===== src/sv/ssg_pkg.sv =====
`timescale 1ns / 1ps
// Shared types, constants and per-channel arithmetic of the servo setpoint generator.
package ssg_pkg;

  localparam int unsigned NUM_SERVOS = 4;

  // Command codes of an input item
  localparam logic [1:0] CMD_TICK = 2'd0;
  localparam logic [1:0] CMD_MODE = 2'd1;
  localparam logic [1:0] CMD_PAD  = 2'd2;

  // Mode values carried by a mode command
  localparam logic [7:0] MODE_MANUAL = 8'd0;
  localparam logic [7:0] MODE_REMOTE = 8'd1;

  // Register bank select (paddr[4]); paddr[3:2] picks the servo
  localparam logic BANK_MIN = 1'b0;
  localparam logic BANK_MAX = 1'b1;

  localparam logic [7:0] SOFT_START_TICKS = 8'd180;
  localparam logic [9:0] POT_MAX          = 10'd1023;

  // ceil(2^29 / 1023) = 2^19 + 2^9 + 1, exact quotient for products below 2^18
  localparam int unsigned POT_RECIP_SHIFT = 29;
  // ceil(2^37 / 375): |pad| * 65536 / 3000 == (|pad| * PAD_RECIP) >> 24 for |pad| <= 2^15
  localparam logic [28:0] PAD_RECIP = 29'd366503876;

  // Channels whose gamepad axis is inverted
  localparam logic [3:0] POL_NEG = 4'b1010;

  localparam logic [3:0][7:0] INIT_ANGLE = {8'd100, 8'd90, 8'd55, 8'd90};
  localparam logic [3:0][7:0] RESET_MIN  = {8'd100, 8'd180, 8'd55, 8'd0};
  localparam logic [3:0][7:0] RESET_MAX  = {8'd35, 8'd0, 8'd175, 8'd180};

  typedef struct packed {
    logic [1:0]         command;
    logic [15:0]        pot_raw_0;
    logic [15:0]        pot_raw_1;
    logic [15:0]        pot_raw_2;
    logic [15:0]        pot_raw_3;
    logic signed [15:0] pad_0;
    logic signed [15:0] pad_1;
    logic signed [15:0] pad_2;
    logic signed [15:0] pad_3;
    logic [7:0]         mode_value;
  } ssg_in_t;

  typedef struct packed {
    logic [7:0] servo_0;
    logic [7:0] servo_1;
    logic [7:0] servo_2;
    logic [7:0] servo_3;
    logic [9:0] pot_0;
    logic [9:0] pot_1;
    logic [9:0] pot_2;
    logic [9:0] pot_3;
    logic       soft_start_active;
  } ssg_out_t;

  // Saturate a raw potentiometer word to 10 bits
  function automatic logic [9:0] pot_saturate(input logic [15:0] raw);
    return (raw > 16'(POT_MAX)) ? POT_MAX : raw[9:0];
  endfunction

  // lo + trunc(pot * (hi - lo) / 1023), division by reciprocal shift-add
  function automatic logic [7:0] manual_target(input logic [9:0] pot,
                                               input logic [7:0] lo,
                                               input logic [7:0] hi);
    logic [7:0]  span;
    logic [17:0] prod;
    logic [36:0] scaled;
    logic [7:0]  quot;
    span   = (hi < lo) ? (lo - hi) : (hi - lo);
    prod   = {8'b0, pot} * {10'b0, span};
    scaled = ({19'b0, prod} << 19) + ({19'b0, prod} << 9) + {19'b0, prod};
    quot   = scaled[POT_RECIP_SHIFT +: 8];
    return (hi < lo) ? (lo - quot) : (lo + quot);
  endfunction

  // trunc(pad * polarity * 65536 / 3000) in units of 2^-16 degree
  function automatic logic signed [20:0] pad_increment(input logic signed [15:0] pad,
                                                       input logic pol_neg);
    logic [15:0] mag;
    logic [44:0] prod;
    logic [19:0] inc_mag;
    mag     = pad[15] ? (~$unsigned(pad) + 16'd1) : $unsigned(pad);
    prod    = {29'b0, mag} * {16'b0, PAD_RECIP};
    inc_mag = prod[43:24];
    return (pad[15] ^ pol_neg) ? -$signed({1'b0, inc_mag}) : $signed({1'b0, inc_mag});
  endfunction

endpackage


===== src/sv/servo_setpoint_generator_core.sv =====
`timescale 1ns / 1ps
// Top level of the servo setpoint generator: command decode, per-servo targets, result register.
//
// Usage:
//   Input channel (in_valid / in_stall / in_data) carries one item per command:
//   a control tick, a mode change or a set of gamepad axes. Only a tick yields
//   a result item on the output channel (out_valid / out_stall / out_data):
//   four angle setpoints, four saturated potentiometer values and the soft
//   start flag. Mode and gamepad items update internal state silently.
//   The result of an accepted tick is registered and shows in the cycle after
//   acceptance. Throughput: one item per cycle; every calculation
//   (reciprocal divide, clamp, ramp step) fits between the input port and the
//   result register, so the rate is set by the single result register alone.
//   When the receiver stalls with a result waiting, in_stall rises and all
//   state holds until the result is taken.
//   Angle pairs are written over the APB port (byte address 4*i, min bank at 0x00..0x0C,
//   max bank at 0x10..0x1C); the user must write them only while the block is idle (unenforced).
//   Reset (rst, synchronous) restores the default angle pairs, sets all
//   setpoints to their home angles, selects manual mode, clears the gamepad
//   increments and restarts the 180-tick soft start ramp.
module servo_setpoint_generator_core (
  input  logic             clk,
  input  logic             rst,
  input  logic             in_valid,
  output logic             in_stall,
  input  ssg_pkg::ssg_in_t in_data,
  output logic             out_valid,
  input  logic             out_stall,
  output ssg_pkg::ssg_out_t out_data,
  input  logic             psel,
  input  logic             penable,
  input  logic             pwrite,
  input  logic [4:0]       paddr,
  input  logic [31:0]      pwdata,
  output logic [31:0]      prdata,
  output logic             pready
);
  import ssg_pkg::*;

  // Configuration registers
  logic [7:0] angle_min [NUM_SERVOS];
  logic [7:0] angle_max [NUM_SERVOS];

  // Block state
  logic [7:0]         servo_angle [NUM_SERVOS];
  logic [23:0]        remote_pos  [NUM_SERVOS];
  logic signed [20:0] pad_inc     [NUM_SERVOS];
  logic [7:0]         ss_count;
  logic               ss_flag;
  logic               remote_mode;

  // Next values for a tick
  logic [7:0]         servo_next     [NUM_SERVOS];
  logic [23:0]        remote_pos_next[NUM_SERVOS];
  logic signed [20:0] pad_inc_next   [NUM_SERVOS];
  logic [9:0]         pot_sat        [NUM_SERVOS];
  logic [15:0]        pot_raw        [NUM_SERVOS];
  logic signed [15:0] pad_raw        [NUM_SERVOS];
  logic [7:0]         ss_count_next;
  logic               ss_flag_next;
  logic               ss_count_adv;

  logic accept;
  logic cfg_write;

  // Hold the input side while a finished result waits on a stalled receiver
  assign in_stall = out_valid & out_stall;
  assign accept   = in_valid & ~in_stall;

  assign pready    = 1'b1;
  assign cfg_write = psel & penable & pwrite;

  // ---------------------------------------------------------------------
  // Configuration port
  // ---------------------------------------------------------------------
  always_ff @(posedge clk) begin
    if (rst) begin
      for (int i = 0; i < NUM_SERVOS; i++) begin
        angle_min[i] <= RESET_MIN[i];
        angle_max[i] <= RESET_MAX[i];
      end
    end else if (cfg_write) begin
      if (paddr[4] == BANK_MIN) begin
        angle_min[paddr[3:2]] <= pwdata[7:0];
      end else begin
        angle_max[paddr[3:2]] <= pwdata[7:0];
      end
    end
  end

  always_comb begin
    prdata = 32'b0;
    if (paddr[4] == BANK_MAX) begin
      prdata[7:0] = angle_max[paddr[3:2]];
    end else begin
      prdata[7:0] = angle_min[paddr[3:2]];
    end
  end

  // ---------------------------------------------------------------------
  // Soft start counter: advance once per tick, drop the flag on the last one
  // ---------------------------------------------------------------------
  assign ss_count_adv  = (ss_count < SOFT_START_TICKS);
  assign ss_count_next = ss_count_adv ? (ss_count + 8'd1) : ss_count;
  assign ss_flag_next  = ss_flag & ~(ss_count_adv & (ss_count_next >= SOFT_START_TICKS));

  // ---------------------------------------------------------------------
  // Per-servo target and setpoint
  // ---------------------------------------------------------------------
  assign pot_raw[0] = in_data.pot_raw_0;
  assign pot_raw[1] = in_data.pot_raw_1;
  assign pot_raw[2] = in_data.pot_raw_2;
  assign pot_raw[3] = in_data.pot_raw_3;
  assign pad_raw[0] = in_data.pad_0;
  assign pad_raw[1] = in_data.pad_1;
  assign pad_raw[2] = in_data.pad_2;
  assign pad_raw[3] = in_data.pad_3;

  always_comb begin
    logic [7:0]         lo;
    logic [7:0]         hi;
    logic [7:0]         lower;
    logic [7:0]         upper;
    logic [7:0]         man_tgt;
    logic [7:0]         target;
    logic signed [25:0] sum;
    logic signed [25:0] bound_lo;
    logic signed [25:0] bound_hi;
    logic signed [25:0] clamped;
    for (int i = 0; i < NUM_SERVOS; i++) begin
      lo         = angle_min[i];
      hi         = angle_max[i];
      pot_sat[i] = pot_saturate(pot_raw[i]);
      pad_inc_next[i] = pad_increment(pad_raw[i], POL_NEG[i]);

      // Manual: linear map of the potentiometer onto the angle pair
      man_tgt = manual_target(pot_sat[i], lo, hi);

      // Remote: integrate the gamepad increment and clamp to the angle pair
      lower    = (lo < hi) ? lo : hi;
      upper    = (lo < hi) ? hi : lo;
      sum      = $signed({2'b0, remote_pos[i]}) + $signed({{5{pad_inc[i][20]}}, pad_inc[i]});
      bound_lo = $signed({2'b0, lower, 16'b0});
      bound_hi = $signed({2'b0, upper, 16'b0});
      if (sum < bound_lo) begin
        clamped = bound_lo;
      end else if (sum > bound_hi) begin
        clamped = bound_hi;
      end else begin
        clamped = sum;
      end

      if (remote_mode) begin
        target             = clamped[23:16];
        remote_pos_next[i] = clamped[23:0];
      end else begin
        target             = man_tgt;
        remote_pos_next[i] = {man_tgt, 16'b0};
      end

      // Ramp one degree toward the target during soft start, else jump to it
      if (ss_flag_next) begin
        if (servo_angle[i] < target) begin
          servo_next[i] = servo_angle[i] + 8'd1;
        end else if (servo_angle[i] > target) begin
          servo_next[i] = servo_angle[i] - 8'd1;
        end else begin
          servo_next[i] = servo_angle[i];
        end
      end else begin
        servo_next[i] = target;
      end
    end
  end

  // ---------------------------------------------------------------------
  // State update
  // ---------------------------------------------------------------------
  always_ff @(posedge clk) begin
    if (rst) begin
      for (int i = 0; i < NUM_SERVOS; i++) begin
        servo_angle[i] <= INIT_ANGLE[i];
        remote_pos[i]  <= {INIT_ANGLE[i], 16'b0};
        pad_inc[i]     <= '0;
      end
      ss_count    <= '0;
      ss_flag     <= 1'b1;
      remote_mode <= 1'b0;
    end else if (accept) begin
      unique case (in_data.command)
        CMD_TICK: begin
          ss_count <= ss_count_next;
          ss_flag  <= ss_flag_next;
          for (int i = 0; i < NUM_SERVOS; i++) begin
            servo_angle[i] <= servo_next[i];
            remote_pos[i]  <= remote_pos_next[i];
          end
        end
        CMD_MODE: begin
          if (in_data.mode_value == MODE_MANUAL) begin
            remote_mode <= 1'b0;
            ss_count    <= '0;
            ss_flag     <= 1'b1;
          end else if (in_data.mode_value == MODE_REMOTE) begin
            remote_mode <= 1'b1;
          end
        end
        CMD_PAD: begin
          for (int i = 0; i < NUM_SERVOS; i++) begin
            pad_inc[i] <= pad_inc_next[i];
          end
        end
        default: begin
          // unused command code: no effect
        end
      endcase
    end
  end

  // ---------------------------------------------------------------------
  // Result register: load on an accepted tick, clear once taken
  // ---------------------------------------------------------------------
  always_ff @(posedge clk) begin
    if (rst) begin
      out_valid <= 1'b0;
    end else if (accept && (in_data.command == CMD_TICK)) begin
      out_valid <= 1'b1;
    end else if (!out_stall) begin
      out_valid <= 1'b0;
    end
  end

  always_ff @(posedge clk) begin
    if (accept && (in_data.command == CMD_TICK)) begin
      out_data.servo_0           <= servo_next[0];
      out_data.servo_1           <= servo_next[1];
      out_data.servo_2           <= servo_next[2];
      out_data.servo_3           <= servo_next[3];
      out_data.pot_0             <= pot_sat[0];
      out_data.pot_1             <= pot_sat[1];
      out_data.pot_2             <= pot_sat[2];
      out_data.pot_3             <= pot_sat[3];
      out_data.soft_start_active <= ss_flag_next;
    end
  end

  // ---------------------------------------------------------------------
  // Assertions
  // ---------------------------------------------------------------------
  a_count_bounded: assert property (@(posedge clk) disable iff (rst)
    ss_count <= SOFT_START_TICKS)
    else $error("soft start count beyond its limit");

  a_flag_only_at_end: assert property (@(posedge clk) disable iff (rst)
    !ss_flag |-> (ss_count == SOFT_START_TICKS))
    else $error("soft start flag cleared before the ramp completed");

  a_result_from_tick: assert property (@(posedge clk) disable iff (rst)
    $rose(out_valid) |-> $past(accept && (in_data.command == CMD_TICK)))
    else $error("result item without an accepted tick");

  a_hold_on_stall: assert property (@(posedge clk) disable iff (rst)
    (out_valid && out_stall) |=> (out_valid && $stable(out_data) && $stable(ss_count)))
    else $error("result or state changed while the receiver stalled");

endmodule


===== config.mk =====
export PLATFORM = sky130hd
export DESIGN_NAME = servo_setpoint_generator_core
export DESIGN_NICKNAME = d
export VERILOG_FILES = /design/src/sv/ssg_pkg.sv /design/src/sv/servo_setpoint_generator_core.sv
export SDC_FILE = /design/constraint.sdc
export NUM_CORES = 2
export LEC_CHECK = 0
export BUFFER_PORTS_ARGS = -buffer_cell sky130_fd_sc_hd__buf_2
export CAP_MARGIN = 15
export CORE_UTILIZATION = 50
export CTS_CLUSTER_DIAMETER = 120
export CTS_CLUSTER_SIZE = 10
export DETAILED_ROUTE_END_ITERATION = 10
export MAX_ROUTING_LAYER = met4
export PLACE_DENSITY_LB_ADDON = 0.2
export SETUP_SLACK_MARGIN = 0.15
export SYNTH_ARGS = -nofsm -noshare
export SYNTH_HDL_FRONTEND = slang
export SYNTH_SLANG_ARGS = --single-unit

===== constraint.sdc =====
create_clock -name clk -period 15.97 [get_ports clk]
set_clock_uncertainty 0.2 [all_clocks]
set_input_delay 0 -clock clk [delete_from_list [all_inputs] [get_ports clk]]
set_output_delay 0 -clock clk [all_outputs]
set_load 0.05 [all_outputs]

==> summary.md <==
| Metric | Value |
|---|---|
| Fin. max-slew vios | 0 |
| Post-synth EDFFs | between 300 and 400 |
| Distinct cells, synth | around 120 |
| Root cell of the clock tree | clkbuf_16 |
| Crit-path max cell delay | ~600 ps |
| Hold WC Path Type | in2reg |
| Starting Density | between 50% and 60% |
| Row Count | roughly 140 |
| Cell count after synthesis | roughly 7900 |
| Worst-Margin Slew | between 1000 and 1500 ps |
| Synth Cell Area | approximately 72000 um^2 |
| CP max-delay cell | fa_1 |
| Total negative slack | 0 ps |
| GPL Wtd Cong | between 0.9 and 1 |
| Commonest cells in the netlist | inv_1, ha_1, nor2_1 |
| CTS tree | done |
| Final Cycle Share | 93.44% |
| Tot GR Track Use | between 20% and 30% |
| First-pass GRT wire length | roughly 310000 um |
| Fin. Hold Viols | 0 |
| WS Path Type | reg2reg |
| DR DRC count | 0 |
| #FFs+latches synth | 360 |
| Dpl hpwl | approximately 160000 um |
| Core ar. | ~140000 um^2 |
| Outcome | complete, no violations |
| Final min period | approximately 15000 ps |
| Syn. warnings | 0 |
| Vias in the first global route | around 60000 |
| TritonRoute pass-1 iters | 6 |
| Critical path peak fanout | 12 |
| Clock-pin slew of the registers on the worst-case setup and hold paths | 70 ps |
| Synth-to-Final Area Change | 8.815% |
| Clock sink total | 360 |
| Required @ worst endpoint | roughly 16000 ps |
| Finish-stage setup viols | 0 |
| Adder-cell area share of the yosys netlist | a little over two fifths |
| Clock buffer depth | 3 |
| Top_reg_cell synth | edfxtp_1 |
| Flop2flop setup slack | approximately 1000 ps |
| Layout cells sized above 1 | between 7 and 8% |
| Die X | 381.7 um |
| Synth area leaders | fa_1, ha_1, edfxtp_1 |
| Largest family of logic cells by synthesized area | adder cells |
| RSZ-0062 raised after global routing | no |
| Post-Synth Simple-Gate Area | about 14% |
| Die height | ~380 um |
| Startpoint Class | flop |
| Most common cell in the synthesized netlist | inv_1 |
| Fmax | between 60 and 70 MHz |
| Largest net degree at the start of global routing | between 70 and 80 |
| Post-DR vias/cell | between 5 and 6 |
| CTS buffer count | 43 |
| Top-area cell type share of the netlist area | a little over a fifth |
| Setup crit end kind | flop |
| Initial antenna violation count | 3 |
| Top Ports | 290 |
| Mux share of post-synthesis cell area | between 1.5 and 2% |
| Routed len/inst | between 15 and 20 um |
| Max cap viols | 0 |
| Drt total wl | between 150000 and 200000 um |
| DR iter-0 viols | around 3900 |
| Crit path arrival time | approximately 15000 ps |
| Total congestion overflow | 0 |
| Post-Synth XOR/XNOR Area | ~5.3% |
| Dominant cell type by area after synthesis | fa_1 |
| Die area | between 100000 and 150000 um^2 |
| Seq/Total Area, Yosys | approximately 15% |
| Port bufs | 238 |
| Net count, final | around 10000 |
| Total number of vias | 57720 |
| # H-tree levels | 2 |
| Cell mode on critical path | ha_1 |
| Post-synth ARST share | 0% |
| Compound-Gate Fraction of Synth Area | 14.63% |
| Clk_lat worst skew | approximately 630 ps |
| Avg Inst Size Synth | 9.118 um^2 |
| DRT antenna net count | 0 |
| Max_slew headroom | 25.07% |
-- routing by layer --
metal | up-vias | routed length, um | global-route usage [%] | part of all wire [%]
li1 | 27930 | - | - | -
met1 | 28062 | 86080 | 35.72 | 45
met2 | 1460 | 89690 | 44.10 | 47
met3 | 268 | 9185 | 2.199 | 4.8
met4 | 0 | 5461 | 7.563 | 2.9
met5 | - | 0 | - | 0
-- cell usage in the layout, fill, tap and decap left out, drive strengths merged, types with 73 or more instances in the layout --
master,Yosys,routed
fa,779,779
nand3,123,123
nor3,118,118
nand2,357,357
and2,108,108
ha,1153,1153
nor2,798,798
xor2,133,133
inv,1227,1229
a21o,200,200
mux2i,73,73
nand2b,120,120
buf,42,364
edfxtp,349,349
a21oi,403,403
xnor2,294,294
o21ai,270,270
dlygate4sd3,0,105
-- final timing paths --
| check | start | end | cells past startpoint |
|---|---|---|---|
| setup reg to reg | angle_min[1][2]$_SDFFCE_PN1P_ | out_data[64]$_DFFE_PP_ | 59 |
| hold / removal | in_data[70] | pad_inc[0][20]$_SDFFCE_PN0P_ | 6 |
| hold reg to reg | ss_count[1]$_SDFFE_PP0P_ | ss_count[1]$_SDFFE_PP0P_ | 2 |
| setup / recovery | angle_min[1][2]$_SDFFCE_PN1P_ | out_data[64]$_DFFE_PP_ | 59 |
-- cell families (layout without fill, tap and decap cells) --
kind of cell	after synthesis	in the layout
fa+ha+maj	1936	1936
simple gates	2086	2086
other cells	2	28
mux	116	116
buf+inv	1410	1759
xor+xnor	430	430
compound gates	1565	1565
flops	360	360
-- worst max-delay path: cells and delay by family, from the launching register on --
kind                       cells  cell delay (ps)
xor gates and xnor gates       7             1540
and+or+nand+nor               15             2910
buffers and inverters          5              650
AOI/OAI and AO/OA             21             4530
DFF                            1              570
adders and majority gates     10             3980
muxes                          1              270
-- what timing repair did --
action                                  in CTS  in global routing
endpoints found under the setup margin       0                 43
endpoints found under the hold margin      179                  0
setup buffers                                0                 10
hold buffers                               105                  0
resized for setup                            0                 30
-- state kept, by name (all words and copies together), names as in the netlist --
| name | cells |
|---|---|
| angle_max | 32 |
| angle_min | 32 |
| out_data | 73 |
| out_valid | 1 |
| pad_inc | 84 |
| remote_mode | 1 |
| remote_pos | 96 |
| servo_angle | 32 |
| ss_count | 8 |
| ss_flag | 1 |
-- final cells by class --
| cell class | instances | area, um^2 |
|---|---|---|
| repair buffers | 469 | 3188 |
| diodes | 3 | 7.507 |
| multi-input cells | 6158 | 56330 |
| flip-flops and latches | 360 | 10700 |
| clock inverters | 8 | 110.1 |
| well taps | 1890 | 2365 |
| inverters | 1230 | 4623 |
| clock buffers | 52 | 1110 |
| fillers | 12923 | 63850 |
-- metrics by stage --
step           util [%]  cells  hold WS (ps)  area (um^2)  worst slack [ps]
5_1_grt           55.12  10169         92.19        78430             98.23
2_1_floorplan         -   7928        -59.42        72160              2332
3_5_place_dp      53.34   9991         87.42        75890             484.0
3_3_place_gp      53.34   9991         72.26        75890             748.7
6_report          55.13  10170         55.21        78430              1047
4_1_cts           54.93  10156         4.849        78160             420.2
Power is not shown: default switching activity piles up to over one toggle a cycle in this logic, so the estimate is an artifact.
